File: src/sv/point_in_polygon_winding_defines.svh
// Assertion macros shared by the point-in-polygon winding RTL.
// Depends on nothing; every user module has i_clk and i_rst_n ports.
`ifndef POINT_IN_POLYGON_WINDING_DEFINES_SVH
`define POINT_IN_POLYGON_WINDING_DEFINES_SVH

// Same-cycle implication, disabled during reset
`define PIPW_ASSERT_IMPLY(lbl, ante, cons, msg) \
    lbl: assert property (@(posedge i_clk) disable iff (!i_rst_n) (ante) |-> (cons)) \
        else $error(msg);

// Next-cycle implication, disabled during reset
`define PIPW_ASSERT_NEXT(lbl, ante, cons, msg) \
    lbl: assert property (@(posedge i_clk) disable iff (!i_rst_n) (ante) |=> (cons)) \
        else $error(msg);

`endif

File: src/sv/pipw_pkg.sv
// Package for the point-in-polygon winding block: widths, edge and beat types.
// No dependencies; used by every module of the block except pipw_fifo.
`default_nettype none

package pipw_pkg;

    localparam int LNG_W  = 32;
    localparam int LAT_W  = 31;
    localparam int DX_W   = LNG_W + 1;   // longitude difference
    localparam int DY_W   = LAT_W + 1;   // latitude difference
    localparam int PROD_W = DX_W + DY_W; // exact cross-product term
    localparam int WIND_W = 17;

    localparam logic signed [WIND_W-1:0] WIND_HI = 17'sh0FFFF;  //  65535
    localparam logic signed [WIND_W-1:0] WIND_LO = 17'sh10000;  // -65536

    localparam int MID_DEPTH_DEF = 4;
    localparam int OUT_DEPTH_DEF = 4;

    // Register index, taken from paddr[2]
    localparam logic REG_QUERY_LNG = 1'b0;
    localparam logic REG_QUERY_LAT = 1'b1;

    typedef enum logic [1:0] {
        DIR_NONE,
        DIR_UP,
        DIR_DOWN
    } t_dir;

    // One classified edge, ready for the cross product
    typedef struct packed {
        t_dir                    dir;
        logic signed [DX_W-1:0]  dx;    // x2 - x1
        logic signed [DY_W-1:0]  dqy;   // query_lat - y1
        logic signed [DX_W-1:0]  dqx;   // query_lng - x1
        logic signed [DY_W-1:0]  dy;    // y2 - y1
    } t_edge;

    // Beat passed from front to back: edge into this vertex, closing edge
    typedef struct packed {
        t_edge open_e;
        t_edge close_e;
        logic  last;
    } t_item;

    typedef struct packed {
        logic                     in_poly;
        logic signed [WIND_W-1:0] winding;
    } t_result;

endpackage

`default_nettype wire

File: src/sv/pipw_front.sv
// Front end: tracks first and previous vertex, classifies both edges of a beat.
// Depends on pipw_pkg.
`default_nettype none

module pipw_front (
    input  wire logic                                i_clk,
    input  wire logic                                i_rst_n,
    input  wire logic                                i_accept,
    input  wire logic signed [pipw_pkg::LNG_W-1:0]   i_vertex_lng,
    input  wire logic signed [pipw_pkg::LAT_W-1:0]   i_vertex_lat,
    input  wire logic                                i_last_vertex,
    input  wire logic signed [pipw_pkg::LNG_W-1:0]   i_query_lng,
    input  wire logic signed [pipw_pkg::LAT_W-1:0]   i_query_lat,
    output pipw_pkg::t_item                          o_item
);

    logic signed [pipw_pkg::LNG_W-1:0] r_first_lng, r_prev_lng;
    logic signed [pipw_pkg::LAT_W-1:0] r_first_lat, r_prev_lat;
    logic                              r_at_start;

    logic signed [pipw_pkg::LNG_W-1:0] first_lng;
    logic signed [pipw_pkg::LAT_W-1:0] first_lat;
    logic                              closes_on_first;

    // Build one edge record; direction is up, down or no crossing
    function automatic pipw_pkg::t_edge make_edge(
        input logic signed [pipw_pkg::LNG_W-1:0] x1,
        input logic signed [pipw_pkg::LAT_W-1:0] y1,
        input logic signed [pipw_pkg::LNG_W-1:0] x2,
        input logic signed [pipw_pkg::LAT_W-1:0] y2,
        input logic signed [pipw_pkg::LNG_W-1:0] qx,
        input logic signed [pipw_pkg::LAT_W-1:0] qy,
        input logic                              en
    );
        pipw_pkg::t_edge e;
        e.dx  = pipw_pkg::DX_W'(x2) - pipw_pkg::DX_W'(x1);
        e.dqy = pipw_pkg::DY_W'(qy) - pipw_pkg::DY_W'(y1);
        e.dqx = pipw_pkg::DX_W'(qx) - pipw_pkg::DX_W'(x1);
        e.dy  = pipw_pkg::DY_W'(y2) - pipw_pkg::DY_W'(y1);
        if (!en) begin
            e.dir = pipw_pkg::DIR_NONE;
        end else if ((y1 <= qy) && (y2 > qy)) begin
            e.dir = pipw_pkg::DIR_UP;
        end else if ((y1 > qy) && (y2 <= qy)) begin
            e.dir = pipw_pkg::DIR_DOWN;
        end else begin
            e.dir = pipw_pkg::DIR_NONE;
        end
        return e;
    endfunction

    // the first vertex of a polygon is its own first point
    assign first_lng = r_at_start ? i_vertex_lng : r_first_lng;
    assign first_lat = r_at_start ? i_vertex_lat : r_first_lat;
    assign closes_on_first = (i_vertex_lng == first_lng) && (i_vertex_lat == first_lat);

    // edge into this vertex and, on the last vertex, the closing edge
    always_comb begin
        o_item.open_e  = make_edge(r_prev_lng, r_prev_lat, i_vertex_lng, i_vertex_lat,
                                   i_query_lng, i_query_lat, !r_at_start);
        o_item.close_e = make_edge(i_vertex_lng, i_vertex_lat, first_lng, first_lat,
                                   i_query_lng, i_query_lat,
                                   i_last_vertex && !closes_on_first);
        o_item.last    = i_last_vertex;
    end

    // polygon tracking state
    always_ff @(posedge i_clk) begin
        if (!i_rst_n) begin
            r_at_start  <= 1'b1;
            r_first_lng <= '0;
            r_first_lat <= '0;
            r_prev_lng  <= '0;
            r_prev_lat  <= '0;
        end else if (i_accept) begin
            r_at_start <= i_last_vertex;
            r_prev_lng <= i_vertex_lng;
            r_prev_lat <= i_vertex_lat;
            if (r_at_start) begin
                r_first_lng <= i_vertex_lng;
                r_first_lat <= i_vertex_lat;
            end
        end
    end

endmodule

`default_nettype wire

File: config.mk
export PLATFORM = sky130hd
export DESIGN_NAME = pipw_front
export DESIGN_NICKNAME = d
export VERILOG_FILES = /design/src/sv/point_in_polygon_winding_defines.svh /design/src/sv/pipw_pkg.sv /design/src/sv/pipw_front.sv
export SDC_FILE = /design/constraint.sdc
export NUM_CORES = 1
export LEC_CHECK = 0
export BUFFER_PORTS_ARGS = -buffer_cell sky130_fd_sc_hd__buf_2
export CORE_UTILIZATION = 55
export CTS_CLUSTER_DIAMETER = 80
export CTS_CLUSTER_SIZE = 14
export DETAILED_ROUTE_END_ITERATION = 6
export GPL_TIMING_DRIVEN = 0
export PLACE_DENSITY_LB_ADDON = 0.3
export SLEW_MARGIN = 20
export SYNTH_ARGS = -nofsm -noshare
export SYNTH_HDL_FRONTEND = slang
export SYNTH_SLANG_ARGS = --single-unit
File: constraint.sdc
create_clock -name i_clk -period 10.3 [get_ports i_clk]
set_input_delay 0.515 -clock i_clk [delete_from_list [all_inputs] [get_ports i_clk]]
set_output_delay 0.515 -clock i_clk [all_outputs]
set_load 0.02 [all_outputs]
# After elaboration in Yosys (flattened, before gate mapping)
# Index checks and enable logic that the tools add are counted.
[op_classes] addsub=8 n_lt_le_gt_ge=6 n_eq_ne=2 n_mux=8 reduce_logical=7
[ops] op="subtractor 32 x 32 -> 33 bit" n=4
[ops] op="subtractor 31 x 31 -> 32 bit" n=4
[ops] op="> comparator 31 bit" n=3
[ops] op="less-or-equal comparator 31 bit" n=3
[ops] op="equality test 32 bit" n=1
[ops] op="two-way mux 32 bit" n=1
[ops] op="equality test 31 bit" n=1
[ops] op="two-way mux 31 bit" n=1
[ops] op="two-way mux 2 bit" n=6
[ops] op="logical AND 1 bit" n=6
[ops] op="zero test 1 bit" n=1
[word_totals] reg_bits=127 inputBits=130 wordCells=36

# Depth between registers and ports, before layout
[depth] depth_word=6 depth_mapped=15 mapped_depth_nobuf=12

# Least setup slack after synthesis
# OpenSTA, ideal clock, no wires.
[synth_path] path_type="register -> output" startpoint="reg r_at_start" endpoint="out o_item[31] (netlist name)" arrival_ns=3.916 slack_ns=5.869 path_stages_with_launch=14 n_path_buf=2 path_cell_list="dfxtp_1 clkbuf_1 clkbuf_1 mux2_2 ha_1 nor2b_1 o21a_1 o21a_1 o31a_1 o311ai_1 a21oi_1 o211a_1 mux2i_1 a311oi_1"
[synth_rtl] element="start: declaration" line="pipw_front.sv:19" rtl="logic r_at_start;"
[synth_rtl] element="start signal: assignment" line="pipw_front.sv:76" rtl="r_at_start <= i_last_vertex;"
[synth_rtl] element="end: declaration" line="pipw_front.sv:14" rtl="output pipw_pkg::t_item o_item"

==> key figures <==
Run status
  – Status: finished, final reports clean

Drt
  – Via count: 20400
  – DR iter-0 viols: roughly 1300
  – Post-DRT Antenna Nets: 0
  – First-pass DRT Iterations: 6
  – Post-Route WL: approximately 67000 um
  – Via density per instance: 6.01
  – Drt drc: 0
  – Wire per inst: 19.8 um

CTS
  – CTS tree: done
  – Root buffer cell: clkbuf_16
  – Hold_buf cts: 0
  – H-Tree Depth: 4
  – CTS buffer count: 17
  – Post-CTS Setup Bufs: 0
  – Post-cts sizing count: 0
  – Clk sinks: 127
  – Clk Latency, worst-skew pair: 0.44 ns
  – CTS clk-pin slew, worst paths: 0.06 ns
  – Maximum buffer depth of the clock tree: 2

GRT
  – First-pass GRT wire length: 104000 um
  – Total grt overflow: 0
  – Vias in the first global route: 20000
  – GRT Util Overall: between 30% and 40%
  – Initial antenna violation count: 1
  – Largest net degree at the start of global routing: 17

Synthesis
  – Yosys warns: 0
  – Top post-synthesis cells by area: ha_1 (18%), dfxtp_1 (13%), mux2i_1 (6.8%)
  – Ys flop type: dfxtp_1
  – Syn Area/Cell: 7.75 sq um
  – Top-area cell type share of the netlist area: 18.3%
  – Largest area contributor in the netlist: ha_1
  – Mapped Area: 19400 sq um
  – Syn nets: slightly below 3000
  – Sequential element share of the synthesized area: 13.1%
  – Post-synthesis cell count: 2508
  – Distinct cells, synth: 82
  – Synth Register Bits: 127
  – Async set or reset register ratio after synthesis: 0%
  – EDFF count, synth: 0

Die
  – Die Ht: 190 um
  – Starting Density: 56.2%
  – Rows: 68
  – Die area: 36100 sq um
  – IO Pins: ~400
  – Core area: 34600 sq um
  – Die X: 190 um

STA
  – Slew Limit Headroom: 32.5%
  – Clock Skew: 0.00942 ns
  – Final Cycle Share: 56.7%
  – WHS: 0.408 ns
  – Fin. max-slew vios: 0
  – RSZ-0062 raised after global routing: no
  – Post-layout min period: 5.84 ns
  – Final Setup Violations: 0
  – TNS Setup: 0 ns
  – Worst slew pin tran: 1.01 ns
  – Max Fclk: 0.171 GHz
  – Hold Vio Cnt, Final: 0

Power and ir drop
  – Static Leak: about 11 nW
  – Peak supply drop: approximately 0.10 mV
  – Final Power: a little over 3 mW
  – Pwr per Cell Area: around 130 nW/um^2

Placement
  – I/O Buffers: slightly below 400
  – Post-DP HPWL: ~56000 um
  – Gpl congestion: 1.00
  – DP Area: 22000 sq um

Cells and area
  – Commonest non-fill, non-tap cell in the layout: buf_2
  – Most frequent cells in the layout: buf_2 (396), ha_1 (285), inv_1 (253), a21oi_1 (199), nor2b_1 (159)
  – Finished Core Util: 65.3%
  – Seq. cell area: 2540 sq um
  – Layout cells sized above 1: 17.9%
  – Synthesis-to-finish area growth: 16.3%
  – Final Cell Area: 22600 sq um
  – Final nets: 3342
  – Multi-input gate area: 15700 sq um
  – # fillers: ~3000

Min path
  – Type of the most critical hold path: primary input to register

Setup path
  – Required @ worst endpoint: 9.79 ns
  – Crit Path Max Fanout: 10
  – Worst path slowest cell: clkbuf_1
  – Startpoint Class: register
  – Register-to-Register Setup Slack: approximately 8 ns
  – Crit path max-delay family: compound AO/OA/AOI/OAI gates
  – Worst setup EP type: output port
  – Crit path cell chain: clkbuf_1 > clkbuf_1 > mux2i_1 > ha_1 > fa_1 > nor2b_1 > o21a_1 > o21a_1 > o31a_1 > o311ai_1 > a21oi_1 > o211a_1 > a311oi_1 > buf_2
  – Crit Path Class: register to output port
  – Delay of the slowest critical-path stage: 0.63 ns
  – Worst Path Buf+Inv: 3
  – Critical path arrival: between 5 and 6 ns

Flow run
  – Max cap viols: 0
[metrics by stage]
stage / setup slack (ns) / instances
6_report: 4.46 / 3388
4_1_cts: 4.45 / 3387
5_1_grt: 4.13 / 3388
2_1_floorplan: 5.87 / 2508
3_5_place_dp: 5.00 / 3355
3_3_place_gp: 5.05 / 3355
[worst min-delay path, delay by kind of cell]
kind,cells,cell delay (ns)
buffers and inverters,1,0.11
muxes,1,0.08
and+or+nand+nor,1,0.10
[cells by family after synthesis]
| logic type | after synthesis | share of synthesized area (%) |
|---|---|---|
| AO/OA/AOI/OAI | 716 | 24.6 |
| XOR/XNOR | 191 | 8.60 |
| adder cells (fa/ha/maj) | 293 | 19.2 |
| buffers and inverters | 318 | 6.18 |
| flip-flops | 127 | 13.1 |
| multiplexers | 193 | 10.3 |
| AND/OR/NAND/NOR | 670 | 18.1 |
[registers in the layout, summed over array words and instances, names as in the netlist]
register / count
r_prev_lat: 31
r_at_start: 1
r_first_lng: 32
r_prev_lng: 32
r_first_lat: 31
[worst paths after layout]
check,start,to,cells past startpoint
min reg2reg,r_first_lng[1]$_SDFFE_PN0P_,r_first_lng[1]$_SDFFE_PN0P_,1
max,r_at_start$_SDFFE_PN1P_,o_item[25],14
max reg2reg,r_at_start$_SDFFE_PN1P_,r_first_lat[6]$_SDFFE_PN0P_,5
min,i_vertex_lng[17],r_prev_lng[17]$_SDFFE_PN0P_,3
[Yosys cell counts (all sizes together), types with 20 or more instances]
| master | instances |
|---|---|
| xnor2 | 137 |
| a31oi | 29 |
| nor2 | 149 |
| xor2 | 54 |
| mux2 | 60 |
| a21o | 108 |
| nand3 | 45 |
| o21a | 51 |
| o21ai | 114 |
| nor3 | 42 |
| nor2b | 159 |
| nand4 | 35 |
| a211oi | 26 |
| clkbuf | 49 |
| and3 | 20 |
| mux2i | 133 |
| a21oi | 201 |
| inv | 253 |
| o21bai | 37 |
| ha | 285 |
| nand2 | 105 |
| dfxtp | 127 |
| nand2b | 40 |
[final cells by class]
type / instances / share of cell area, %
Antenna cell: 1 / 0.0111
Clock inverter: 12 / 0.797
Buffer: 65 / 1.12
Sequential cell: 127 / 11.2
Multi-Input combinational cell: 2063 / 69.4
Inverter: 253 / 4.20
Timing Repair Buffer: 392 / 8.67
Tap cell: 455 / 2.52
Clock buffer: 20 / 2.02
[layer usage]
layer / routed length (um) / global-route usage, % / up-vias
met5: 0 / 0 / -
met4: 3130 / 17.4 / 0
met3: 4330 / 5.88 / 171
met2: 31600 / 63.0 / 766
met1: 28200 / 43.2 / 9581
li1: - / - / 9852
[report_power, final]
group	switching (mW)	internal, mW
Sequential	0.0163	0.523
Combinational	1.15	0.669
Clock	0.257	0.420
(Power assumes the default switching activity.)
