<file path="src/sv/point_in_polygon_winding_defines.svh">
// Assertion macros shared by the point-in-polygon winding RTL.
// Depends on nothing; every user module has i_clk and i_rst_n ports.
`ifndef POINT_IN_POLYGON_WINDING_DEFINES_SVH
`define POINT_IN_POLYGON_WINDING_DEFINES_SVH

// Same-cycle implication, disabled during reset
`define PIPW_ASSERT_IMPLY(lbl, ante, cons, msg) \
    lbl: assert property (@(posedge i_clk) disable iff (!i_rst_n) (ante) |-> (cons)) \
        else $error(msg);

// Next-cycle implication, disabled during reset
`define PIPW_ASSERT_NEXT(lbl, ante, cons, msg) \
    lbl: assert property (@(posedge i_clk) disable iff (!i_rst_n) (ante) |=> (cons)) \
        else $error(msg);

`endif

</file>
<file path="src/sv/pipw_fifo.sv">
// Small register FIFO with occupancy count, used between front and back
// and as the result queue. No dependencies beyond the shared assertion macros.
`default_nettype none
`include "point_in_polygon_winding_defines.svh"

module pipw_fifo #(
    parameter int WIDTH = 8,
    parameter int DEPTH = 4,
    localparam int PW   = (DEPTH > 1) ? $clog2(DEPTH) : 1,
    localparam int CW   = $clog2(DEPTH + 1)
) (
    input  wire logic             i_clk,
    input  wire logic             i_rst_n,
    input  wire logic             i_push,
    input  wire logic [WIDTH-1:0] i_wdata,
    input  wire logic             i_pop,
    output logic      [WIDTH-1:0] o_rdata,
    output logic                  o_full,
    output logic                  o_empty,
    output logic      [CW-1:0]    o_count
);

    logic [WIDTH-1:0] r_mem [DEPTH];
    logic [PW-1:0]    r_wptr, n_wptr;
    logic [PW-1:0]    r_rptr, n_rptr;
    logic [CW-1:0]    r_count, n_count;
    logic             do_push, do_pop;

    assign o_full  = (r_count == CW'(DEPTH));
    assign o_empty = (r_count == '0);
    assign o_count = r_count;
    assign o_rdata = r_mem[r_rptr];

    assign do_push = i_push && !o_full;
    assign do_pop  = i_pop && !o_empty;

    // pointer and count next values
    always_comb begin
        n_wptr  = r_wptr;
        n_rptr  = r_rptr;
        n_count = r_count;
        if (do_push) begin
            n_wptr = (r_wptr == PW'(DEPTH - 1)) ? '0 : r_wptr + 1'b1;
        end
        if (do_pop) begin
            n_rptr = (r_rptr == PW'(DEPTH - 1)) ? '0 : r_rptr + 1'b1;
        end
        if (do_push && !do_pop) begin
            n_count = r_count + 1'b1;
        end else if (do_pop && !do_push) begin
            n_count = r_count - 1'b1;
        end
    end

    always_ff @(posedge i_clk) begin
        if (!i_rst_n) begin
            r_wptr  <= '0;
            r_rptr  <= '0;
            r_count <= '0;
        end else begin
            r_wptr  <= n_wptr;
            r_rptr  <= n_rptr;
            r_count <= n_count;
        end
    end

    // storage, no reset
    always_ff @(posedge i_clk) begin
        if (do_push) begin
            r_mem[r_wptr] <= i_wdata;
        end
    end

    `PIPW_ASSERT_IMPLY(a_no_overflow, i_push, !o_full, "fifo push while full")
    `PIPW_ASSERT_IMPLY(a_count_bound, 1'b1, r_count <= CW'(DEPTH), "fifo count out of range")

endmodule

`default_nettype wire

</file>
<file path="config.mk">
export PLATFORM = sky130hd
export DESIGN_NAME = pipw_fifo
export DESIGN_NICKNAME = d
export VERILOG_FILES = /design/src/sv/pipw_fifo.sv
export VERILOG_INCLUDE_DIRS = /design/src /design/src/sv
export SDC_FILE = /design/constraint.sdc
export NUM_CORES = 1
export LEC_CHECK = 0
export CAP_MARGIN = 40
export CORE_MARGIN = 4
export CORE_UTILIZATION = 60
export CTS_BUF_LIST = sky130_fd_sc_hd__clkbuf_16
export CTS_CLUSTER_SIZE = 25
export DETAILED_ROUTE_END_ITERATION = 10
export DONT_BUFFER_PORTS = 1
export GPL_ROUTABILITY_DRIVEN = 0
export HOLD_SLACK_MARGIN = 0.15
export PLACE_DENSITY = 0.86
export RECOVER_POWER = 25
export REMOVE_ABC_BUFFERS = 1
export SLEW_MARGIN = 20
export SYNTH_ARGS = -nofsm -noshare
export SYNTH_HDL_FRONTEND = slang
export SYNTH_SLANG_ARGS = --single-unit
</file>
<file path="constraint.sdc">
create_clock -name i_clk -period 2.5 [get_ports i_clk]
set_input_delay 0.5 -clock i_clk [delete_from_list [all_inputs] [get_ports i_clk]]
set_output_delay 0.5 -clock i_clk [all_outputs]
set_load 0.02 [all_outputs]
</file>
; Yosys cells after proc, flatten, opt, wreduce, memory -nomap -nowiden
; Memory sizes are Yosys's and may differ from the RTL's. A register that Yosys moved wholly into a read port is not among the register bits.
; Cells that the tools add are included.
[totals]
regBits = 7
latch_bits = 0
ramBits = 32
mem_bits_ro = 0
input_bits = 12
elab_cells = 29
memories = 1
[op_classes]
n_addsub = 4
n_mul = 0
n_div = 0
order_cmp = 0
n_eq_ne = 3
n_shift = 0
n_mux = 8
bitwise = 0
reduce_logical = 10
[memory_table]
columns = name, depth, word_bits, read_ports, rd_ports_with_merged_regs, wr, line_no
row1 = r_mem, 4, 8, 1, 1, 1, pipw_fifo.sv:23  ; logic [WIDTH-1:0] r_mem [DEPTH];
[op_table]
columns = cell, n
row1 = 2-to-1 mux 2 bit, 4
row2 = 2-to-1 mux 3 bit, 2
row3 = adder 2 x 1 -> 2 bit (second input constant), 2
row4 = equality test 2 bit (second input constant), 2
row5 = logical AND 1 bit, 4
row6 = logical NOT 1 bit, 4
row7 = adder 3 x 1 -> 3 bit (second input constant), 1
row8 = equality test 3 bit (second input constant), 1
row9 = logical NOT 3 bit, 1
row10 = subtractor 3 x 1 -> 3 bit (second input constant), 1
row11 = 2-to-1 mux 1 bit, 2
row12 = nonzero test 2 bit, 1

; Longest topological paths before layout
; Gate-level depths: netlist (run 1).
[depth]
word_depth = 7
mapped_depth = 9
ltp_nobuf = 8

; Least setup slack after synthesis (run 1)
; OpenSTA, ideal clock, no wires.
[synth_timing]
path_kind = register -> register
startpoint = register r_count[0], in the netlist o_count[0]
endpoint = register r_count[2], in the netlist o_count[2]
setup_ps = 76
arrival_time_ps = 2146
path_slack_ps = 279
path_stages_with_launch = 10
path_cell_list = dfxtp_1 -> nor3b_2 -> nor2b_1 -> buf_2 -> ha_1 -> inv_1 -> fa_1 -> xor2_1 -> or3_1 -> a21boi_0
[synth_between]
elab_chain_len = 6
[synth_rtl]
columns = item, line_no
row1 = start: declaration, pipw_fifo.sv:26  ; logic [CW-1:0] r_count, n_count;
row2 = start signal: assignment, pipw_fifo.sv:63  ; r_count <= n_count;
row3 = equality test 3 bit (*), pipw_fifo.sv:29  ; assign o_full = (r_count == CW'(DEPTH));
row4 = via o_full, pipw_fifo.sv:18  ; output logic o_full,
row5 = logical NOT 1 bit (*), pipw_fifo.sv:34  ; assign do_push = i_push && !o_full;
row6 = logical AND 1 bit (*), pipw_fifo.sv:34
row7 = via do_push, pipw_fifo.sv:27  ; logic do_push, do_pop;
row8 = logical NOT 1 bit, pipw_fifo.sv:50  ; end else if (do_pop && !do_push) begin
row9 = logical AND 1 bit, pipw_fifo.sv:50
row10 = nonzero test 2 bit (no source line), -
; The timed path passes the listed nets; every way through them passes the cells marked *. The select of a mux whose other input is x is not followed.
; A chain may end at the register's enable or synchronous reset.

; Worst setup path after layout (run 1)
[layout_timing]
startpoint = register r_count[1], in the netlist o_count[1]
endpoint = register r_count[2], in the netlist o_count[2]
[layout_between]
elab_chain_len = 6
[layout_rtl]
columns = item
row1 = "parallel branches: the longest is 6 deep, another holds subtractor 3 x 1 -> 3 bit"
; Several ways; the timed one is not identified. The select of a mux whose other input is x is not followed.

==> impl_metrics.csv, run 1 <==
group,metric,value,unit
setup_path,worstRegToRegCells,9,
pwr,peakVddDrop,0.838,mV
clock_network,cts.hold.buffers_added,0,
pwr,pwr-share-clk,0.295,
setup_path,critPathBufInv,2,
route,wl_per_cell,20.0,um
floorplan,num_rows,18,
timing,finalSetupViolations,0,
clock_network,cts.sinks,41,
clock_network,cts_max_level,2,
global_routing,maximum_number_of_pins_on_one_net_before_global_route_repair,13,
route,detail_route.drc_violations,0,
timing,hold_slack,315,ps
synth,syn-cell-area,0.00163,mm2
route,via_per_inst,5.97,
setup_path,timing.rr.end,"o_count[2]",
setup_path,critPathMaxFanout,4,
min_path,timing.hold.worst.class,"input port to flop",
pwr,p_int,1.41,mW
route,antenna_violating_nets_post_route,0,
min_path,worst_hold_path.endpoint,"r_mem[1][3]",
clock_network,post-cts-setup-buffers,0,
synth,top_flip_flop_cell_by_instance_count_after_synthesis,"sky130_fd_sc_hd__edfxtp_1",
global_routing,grt_antenna_before_repair,0,
placement,io_buffers,0,
setup_path,crit-reg2reg-launch,"o_count[1]",
floorplan,initial_core_util,0.641,
timing,fmax,468,MHz
setup_path,criticalPathCategory,"flop to flop",
run_status,status,"finished clean",
global_routing,grt_pass1_wl,4270,um
synth,synth_top_cells_by_area,"sky130_fd_sc_hd__edfxtp_1 59%, sky130_fd_sc_hd__dfxtp_1 11%, sky130_fd_sc_hd__mux4_2 11%",
synth,synth-edff-count,32,
setup_path,crit_required,2700,ps
synth,synth_simple_gate_area_frac,0.0660,
pwr,switchingPower,595,uW
global_routing,grt_overflow,0,
synth,yosysTopAreaCellShare,0.589,
synth,postSynthCellCount,93,
setup_path,reg2reg_setup_slack,360,ps
setup_path,path_delay_family,"adder cells",
pwr,power-per-cell-area,1100,mW/mm2
floorplan,die_h,60.1,um
layout,layout-drive-gt1-share,0.196,
timing,period_minus_slack,2140,ps
floorplan,floorplan.core_area,0.00254,mm2
pwr,p_comb_frac,0.242,
timing,worst_slew_margin_rel,0.544,
global_routing,track_usage,0.176,
synth,synth.area.mux_share,0.129,
timing,worstMarginPinSlew,679,ps
route,drt_pass_1_iters,4,
route,wirelength,2630,um
synth,synthMostInstantiatedCell,"sky130_fd_sc_hd__edfxtp_1",
timing,period_share,0.855,
synth,yosys.area.top_type,"sky130_fd_sc_hd__edfxtp_1",
synth,number_of_unique_standard_cell_types_used_by_synthesis,23,
synth,yosysWarnings,0,
synth,synth_xor_xnor_area_share,0.0107,
pwr,total_power,2.01,mW
clock_network,cts_root_buf,"sky130_fd_sc_hd__clkbuf_16",
synth,synth_fa_ha_area_frac,0.0583,
pwr,p_leak,0.642,nW
clock_network,cts_buffers,5,
timing,timing_max_transition_violations_final,0,
clock_network,cts_tree,"done",
floorplan,die-area,0.00362,mm2
timing,fin_worst_skew,3.77,ps
clock_network,post_cts_resized,0,
pwr,power_frac_seq,0.463,
setup_path,slowest_stage,"sky130_fd_sc_hd__dfxtp_1",
synth,avgSynthCellArea,17.5,um2
run,drv.max_cap_violation_count,0,
placement,place_inst,124,
synth,synth_top_family_by_area,"multiplexers",
timing,setup_total_negative_slack,0,ps
min_path,holdPathStages,0,
layout,num-nets-final,120,
floorplan,number_of_top_level_pins,25,
synth,async_reset_ff_frac,0,
setup_path,critical_path_arrival,2340,ps
clock_network,clk_pin_slew,60,ps
setup_path,critPathMaxStageDelay,380,ps
clock_network,clk-insertion-delay-late,280,ps
floorplan,die-width,60.1,um
global_routing,first_global_vias,874,
timing,rsz0062_at_grt,"false",
clock_network,cts-root-to-sink-buffers,2,
layout,stdcell_count,132,
layout,area.growth.synth_to_final,12.0,%
synth,ys_seq_area_frac,0.700,
setup_path,start_kind,"flop",
synth,synthTopCellsByCount,"32 x sky130_fd_sc_hd__edfxtp_1, 9 x sky130_fd_sc_hd__dfxtp_1, 8 x sky130_fd_sc_hd__mux4_2, 6 x sky130_fd_sc_hd__ha_1, 6 x sky130_fd_sc_hd__nand2_1",
pwr,swShare,0.297,
route,vias,788,
timing,timing_hold_violations_final,0,
route,drt-initial-drc-count,18,
min_path,holdCritStartpoint,"i_wdata[3]",
setup_path,worstPathCellList,"buf_4 > nor3b_2 > nor2b_1 > ha_1 > inv_1 > fa_1 > xor2_1 > or3_1 > a21boi_0",
setup_path,endpoint_kind,"flop",
layout,utilization,0.717,
synth,synth_compound_gate_area_share,0.0184,
synth,number_of_flip_flops_and_latches_in_the_synthesized_netlist,41,
layout,fill_cells,153,
layout,antenna_cells_inserted,0,
==> worst reg2reg max path, delay by kind of cell (launching register included) <==
| kind | cells | cell delay [ps] |
|---|---|---|
| buf+inv | 2 | 250 |
| simple gates | 3 | 530 |
| fa+ha+maj | 2 | 590 |
| compound gates | 1 | 160 |
| xor+xnor | 1 | 160 |
| flops | 1 | 380 |
==> state kept, by name (all words and copies together), names as in the netlist, named ones only <==
| signal | flops |
|---|---|
| r_mem | 32 |
| o_count | 3 |
| r_rptr | 2 |
| r_wptr | 2 |
==> worst max path at each step <==
stage | from | endpoint | depth (start not counted)
5_1_grt | o_count[1] | o_count[2] | 9
4_1_cts | o_count[1] | o_count[2] | 9
6_report | o_count[1] | o_count[2] | 9
2_1_floorplan | o_count[0] | o_count[2] | 8
3_3_place_gp | o_count[1] | o_count[2] | 9
3_5_place_dp | o_count[1] | o_count[2] | 9
==> cells by family after synthesis <==
kind of cell | Yosys count
compound gates | 5
flops | 41
simple gates | 20
fa+ha+maj | 7
buf+inv | 7
xor+xnor | 2
mux | 11
==> metrics by stage <==
step | area (um2) | setup slack, ps
after floorplan | 1610 | 155
after global placement | 1690 | 436
after detailed placement | 1690 | 373
after CTS | 1830 | 353
after global routing | 1830 | 190
final | 1830 | 362
==> power by group through the flow <==
stage | clock network [mW] | registers (mW) | logic, mW
floorplan | 0 | 0.945 | 0.365
global placement | 0 | 0.939 | 0.466
detailed placement | 0 | 0.947 | 0.484
CTS | 0.602 | 0.934 | 0.491
global route | 0.628 | 0.946 | 0.531
finish | 0.591 | 0.929 | 0.486
==> routing by layer <==
metal  global-route usage  part of all wire  vias up
met5                    0                 0        -
met4               0.0981             0.020        0
met3               0.0734             0.085        7
met2                0.296              0.53       31
met1                0.185              0.37      384
li1                     -                 -      366
==> placed cells by master (no fill, tap or decap), drive strengths merged, types with 3 or more instances in the layout <==
cell type / synthesis / routed
edfxtp: 32 / 32
dfxtp: 9 / 9
mux4: 8 / 8
nand2: 6 / 6
ha: 6 / 6
and2: 5 / 5
clkbuf: 1 / 5
buf: 3 / 5
inv: 3 / 3
mux2i: 3 / 3
o21ai: 3 / 3
clkinv: 0 / 3
==> layout make-up <==
class | instances | area (um2) | area share
clock buffers | 5 | 125 | 0.0685
clock inverters | 3 | 12.5 | 0.00685
inverters | 3 | 11.3 | 0.00617
multi-input cells | 45 | 460 | 0.252
flip-flops and latches | 41 | 1140 | 0.625
well taps | 30 | 37.5 | 0.0206
repair buffers | 5 | 37.5 | 0.0206
No activity file was read; power rests on OpenSTA's default activity.
==> run 2: changes to the inputs <==
clock period = 2.02 ns   (was 2.5 ns; I/O delays follow)
==> run 2 against run 1 <==
- global-route usage rose by 2.8 points
- sequential power rose by 23%
- maximum frequency rose by 7.9%
- first-iteration DRC count rose by 39%
- utilization rose by 5.8 points
- via count rose by 10%
- die area did not move
- register-to-register slack got worse by 320 ps
- critical endpoint unchanged
==> impl_metrics.csv, run 2 (synthesized netlist as in run 1, its figures left out) <==
group,metric,value,unit
run_status,status,"finished clean",
route,drt-initial-drc-count,25,
layout,area_taken_by_multi_input_logic_gates,502,um2
setup_path,critPathBufInv,1,
clock_network,cts_max_level,2,
timing,rsz0062_at_grt,"true",
global_routing,gr-usage-met3,0.0756,
setup_path,critPathMaxFanout,3,
layout,leading_cell_type_in_the_layout_fill_and_taps_excluded,"sky130_fd_sc_hd__edfxtp_1",
pwr,peakVddDrop,1.44,mV
layout,area.growth.synth_to_final,21.0,%
layout,layout-drive-gt1-share,0.384,
setup_path,worstPathCellList,"nor3b_4 > nor2b_2 > ha_2 > inv_1 > fa_2 > xor2_1 > or3_1 > a21boi_2",
pwr,p_leak,0.715,nW
layout,fill_cells,139,
layout,antenna_cells_inserted,0,
floorplan,die-width,60.1,um
pwr,pwr-share-clk,0.309,
route,wirelength,3170,um
clock_network,cts_tree,"done",
setup_path,start_kind,"flop",
pwr,power-per-cell-area,1420,mW/mm2
route,antenna_violating_nets_post_route,0,
pwr,p_int,1.99,mW
global_routing,gr-max-usage-layer,"met2",
floorplan,floorplan.core_area,0.00254,mm2
global_routing,track_usage,0.204,
global_routing,grt_antenna_before_repair,0,
setup_path,critical_path_arrival,2190,ps
timing,timing_max_transition_violations_final,0,
pwr,power_frac_seq,0.404,
timing,period_share,0.981,
clock_network,clk-insertion-delay-late,280,ps
layout,num-nets-final,130,
pwr,total_power,2.81,mW
timing,setup_total_negative_slack,0,ps
layout,final_design_area_no_fill,0.00197,mm2
floorplan,die-area,0.00362,mm2
global_routing,global_route.usage.met1,0.213,
pwr,swShare,0.293,
timing,finalSetupViolations,0,
clock_network,cts.hold.buffers_added,0,
run,drv.max_cap_violation_count,0,
global_routing,use_met2,0.347,
route,via_per_inst,6.11,
global_routing,first_global_vias,963,
route,wl_per_cell,22.3,um
clock_network,cts_root_buf,"sky130_fd_sc_hd__clkbuf_16",
clock_network,cts_buffers,5,
timing,timing_hold_violations_final,0,
timing,fmax,505,MHz
clock_network,clk_pin_slew,60,ps
placement,placed_cell_area,0.00172,mm2
setup_path,endpoint_kind,"flop",
setup_path,critPathMaxStageDelay,350,ps
clock_network,cts.sinks,41,
setup_path,slowest_stage,"sky130_fd_sc_hd__dfxtp_2",
layout,utilization,0.775,
layout,most_frequent_cells_in_the_layout,"32 x sky130_fd_sc_hd__edfxtp_1, 15 x sky130_fd_sc_hd__buf_4, 8 x sky130_fd_sc_hd__mux4_2",
min_path,timing.hold.worst.class,"input port to flop",
layout,seq_area,0.00114,mm2
clock_network,cts-root-to-sink-buffers,2,
timing,fin_worst_skew,4.98,ps
floorplan,initial_core_util,0.641,
layout,registers.top_by_ff_count,"r_mem",
setup_path,path_delay_family,"simple AND/OR/NAND/NOR gates",
pwr,p_comb_frac,0.287,
floorplan,die_h,60.1,um
floorplan,number_of_top_level_pins,25,
global_routing,grt_overflow,0,
layout,largest_register_ffs,32,
setup_path,crit_required,2230,ps
timing,worst_slew_margin_rel,0.748,
route,detail_route.drc_violations,0,
route,drt_pass_1_iters,4,
placement,detailed_place_hpwl,1940,um
pwr,switchingPower,823,uW
floorplan,num_rows,18,
global_routing,maximum_number_of_pins_on_one_net_before_global_route_repair,14,
placement,io_buffers,0,
timing,worstMarginPinSlew,378,ps
setup_path,criticalPathCategory,"flop to flop",
timing,period_minus_slack,1980,ps
global_routing,grt_pass1_wl,4860,um
route,vias,867,
==> run 2: changes by cell type in the layout (fill, tap and decap cells not counted), sizes merged <==
cell    previous run  this run
clkinv             3         1
inv                3         4
bufinv             0         1
buf                5        15
==> run 2: per-layer routing <==
| layer | vias up | share of wire |
|---|---|---|
| li1 | 384 | - |
| met1 | 438 | 0.37 |
| met2 | 36 | 0.54 |
| met3 | 9 | 0.062 |
| met4 | 0 | 0.028 |
| met5 | - | 0 |
==> run 2: worst register-to-register path, delay by kind of cell, from the launching register on <==
family                   cells  cell delay (ps)
AND/OR/NAND/NOR              3              650
adder cells (fa/ha/maj)      2              540
flip-flops                   1              350
XOR/XNOR                     1              180
AO/OA/AOI/OAI                1              140
buffers and inverters        1               60
==> run 2: timing repair <==
action,4_1_cts,5_1_grt
pin swaps,1,1
setup buffers,6,0
endpoints found under the setup margin,1,33
gates resized for setup,11,8
==> run 2: final cells by class <==
class / count / share of cell area
sequential: 41 / 0.581
tap: 30 / 0.0190
inverter: 3 / 0.00571
clock inverter: 3 / 0.0197
multi-input combinational: 45 / 0.254
timing repair buffer: 15 / 0.0571
clock buffer: 5 / 0.0635
==> run 2: final timing paths <==
kind                                  from  cells after the start          end  slack (ps)
worst max-delay path            o_count[2]                      8   o_count[2]          40
worst min-delay path            i_wdata[4]                      0  r_mem[0][4]         220
worst max register to register  o_count[2]                      8   o_count[2]          40
worst min register to register   r_wptr[1]                      2    r_wptr[1]         520
==> run 2: per-stage QoR <==
stage               hold WS, ps  cells  setup WS (ps)
global placement            483    128           94.7
CTS                         212    142          -20.3
detailed placement          496    128           -203
global route                207    142          -23.1
finish                      216    142           37.9
floorplan                   468     89           -325
==> run 2: power groups by stage <==
stage	Sequential, mW	Clock (mW)	Combinational, mW
6_report	1.14	0.868	0.805
5_1_grt	1.15	0.918	0.871
4_1_cts	1.13	0.876	0.779
3_5_place_dp	1.13	0	0.707
3_3_place_gp	1.12	0	0.673
2_1_floorplan	1.17	0	0.452
==> run 3: changes to the inputs <==
CORE_UTILIZATION = 42   (was 60)
PLACE_DENSITY = 0.66   (was 0.86)
REMOVE_ABC_BUFFERS = not set   (was 1)
==> run 3 against run 2 <==
- routed wire length down 21%
- global-route usage down 9.2 points
- cell count is 8.5% higher
- maximum frequency up 3.3%
- first-iteration DRC count fell by 16%
- via count decreased by 10%
- final area shrank 1.9%
- largest power group unchanged
==> impl_metrics.csv, run 3 (synthesized netlist as in run 1, its figures left out) <==
group,metric,value,unit
layout,area.growth.synth_to_final,18.6,%
timing,worstMarginPinSlew,447,ps
floorplan,floorplan.core_area,0.00372,mm2
global_routing,grt_antenna_before_repair,0,
timing,worst_slew_margin_rel,0.702,
global_routing,grt_pass1_wl,3990,um
layout,layout-drive-gt1-share,0.302,
floorplan,num_rows,22,
route,wl_per_cell,16.2,um
setup_path,crit_required,2220,ps
layout,leading_cell_type_in_the_layout_fill_and_taps_excluded,"sky130_fd_sc_hd__edfxtp_1",
global_routing,maximum_number_of_pins_on_one_net_before_global_route_repair,14,
floorplan,number_of_top_level_pins,25,
timing,fin_worst_skew,3.48,ps
timing,period_minus_slack,1920,ps
clock_network,cts_max_level,2,
route,wirelength,2490,um
floorplan,die_h,70.3,um
timing,fmax,521,MHz
clock_network,cts_buffers,5,
timing,finalSetupViolations,0,
clock_network,cts.hold.buffers_added,0,
layout,utilization,0.521,
setup_path,critical_path_arrival,2120,ps
run_status,status,"finished clean",
synth,syn_nets,112,
pwr,p_int,1.83,mW
floorplan,die-area,0.00494,mm2
floorplan,die-width,70.3,um
layout,stdcell_count,154,
clock_network,clk_pin_slew,60,ps
setup_path,criticalPathCategory,"flop to flop",
global_routing,grt_overflow,0,
pwr,pwr-share-clk,0.288,
clock_network,clk-insertion-delay-late,280,ps
timing,timing_max_transition_violations_final,0,
pwr,swShare,0.294,
floorplan,initial_core_util,0.439,
clock_network,cts_root_buf,"sky130_fd_sc_hd__clkbuf_16",
placement,io_buffers,0,
timing,period_share,0.950,
route,vias,779,
pwr,power_frac_seq,0.437,
timing,timing_hold_violations_final,0,
route,via_per_inst,5.06,
route,detail_route.drc_violations,0,
layout,registers.top_by_ff_count,"r_mem",
route,drt_pass_1_iters,4,
setup_path,critPathMaxFanout,3,
global_routing,track_usage,0.112,
run,drv.max_cap_violation_count,0,
timing,hold_slack,219,ps
clock_network,cts_tree,"done",
layout,num-nets-final,124,
layout,largest_register_ffs,32,
layout,antenna_cells_inserted,0,
clock_network,cts-root-to-sink-buffers,2,
min_path,timing.hold.worst.class,"input port to flop",
timing,setup_total_negative_slack,0,ps
route,drt-initial-drc-count,21,
layout,area_taken_by_multi_input_logic_gates,500,um2
layout,fill_cells,311,
setup_path,start_kind,"flop",
global_routing,first_global_vias,827,
pwr,switchingPower,763,uW
placement,detailed_place_hpwl,1770,um
setup_path,endpoint_kind,"flop",
route,antenna_violating_nets_post_route,0,
pwr,p_leak,0.672,nW
placement,place_inst,145,
pwr,p_comb_frac,0.276,
pwr,power-per-cell-area,1340,mW/mm2
pwr,peakVddDrop,0.764,mV
clock_network,cts.sinks,41,
layout,most_frequent_cells_in_the_layout,"32 x sky130_fd_sc_hd__edfxtp_1, 9 x sky130_fd_sc_hd__buf_4, 8 x sky130_fd_sc_hd__mux4_2",
layout,seq_area,0.00115,mm2
==> run 3: changes by cell type in the layout (fill, tap and decap cells not counted), moves of 3 or more <==
cell,delta
sky130_fd_sc_hd__dfxtp_2,-3
sky130_fd_sc_hd__and2_1,+4
sky130_fd_sc_hd__dfxtp_4,+3
sky130_fd_sc_hd__buf_4,-6
sky130_fd_sc_hd__and2_4,-4
==> run 3: final cells by class <==
class | instances | area share
clock inverters | 3 | 0.00906
inverters | 3 | 0.00582
multi-input cells | 45 | 0.259
repair buffers | 9 | 0.0349
well taps | 48 | 0.0310
clock buffers | 5 | 0.0647
flip-flops and latches | 41 | 0.596
==> run 3: worst max-delay path, cell delays in order, from the launching register on <==
cell and delay (ps):
sky130_fd_sc_hd__dfxtp_4 350, sky130_fd_sc_hd__o31ai_4 290, sky130_fd_sc_hd__ha_4 180, sky130_fd_sc_hd__inv_1 40
sky130_fd_sc_hd__fa_1 370, sky130_fd_sc_hd__xor2_1 150, sky130_fd_sc_hd__or3_1 300, sky130_fd_sc_hd__a21boi_1 150
==> run 3: power groups by stage <==
| stage | Sequential, mW | Combinational (mW) | Clock (mW) |
|---|---|---|---|
| finish | 1.13 | 0.716 | 0.747 |
| global route | 1.15 | 0.784 | 0.813 |
| CTS | 1.14 | 0.719 | 0.779 |
| detailed placement | 1.15 | 0.712 | 0 |
| global placement | 1.14 | 0.698 | 0 |
| floorplan | 1.16 | 0.530 | 0 |
==> run 3: final timing paths <==
check | start | end | slack [ps] | cells past startpoint
max | o_count[2] | o_count[2] | 100 | 7
min | i_wdata[0] | r_mem[0][0] | 220 | 0
max reg2reg | o_count[2] | o_count[2] | 100 | 7
min reg2reg | r_wptr[1] | r_wptr[1] | 500 | 2
==> run 3: timing repair <==
item                       4_1_cts  5_1_grt
resized for setup                1        2
cloned                           0        0
setup buffers                    0        1
pin swaps                        0        1
setup endpoints to repair        1        1
==> run 3: routing by layer <==
layer,vias up,global-route usage,share of wire
met1,381,0.0993,0.36
met2,18,0.198,0.53
li1,374,-,-
met5,-,0,0
met4,0,0.0574,0.024
met3,6,0.0662,0.085
==> run 3: through the flow <==
stage	cell area, um2	power [mW]	setup slack, ps
5_1_grt	1930	2.74	-8.21
2_1_floorplan	1680	1.69	21.3
3_5_place_dp	1780	1.86	-51.5
6_report	1930	2.60	100
4_1_cts	1920	2.64	24.0
3_3_place_gp	1780	1.84	54.9
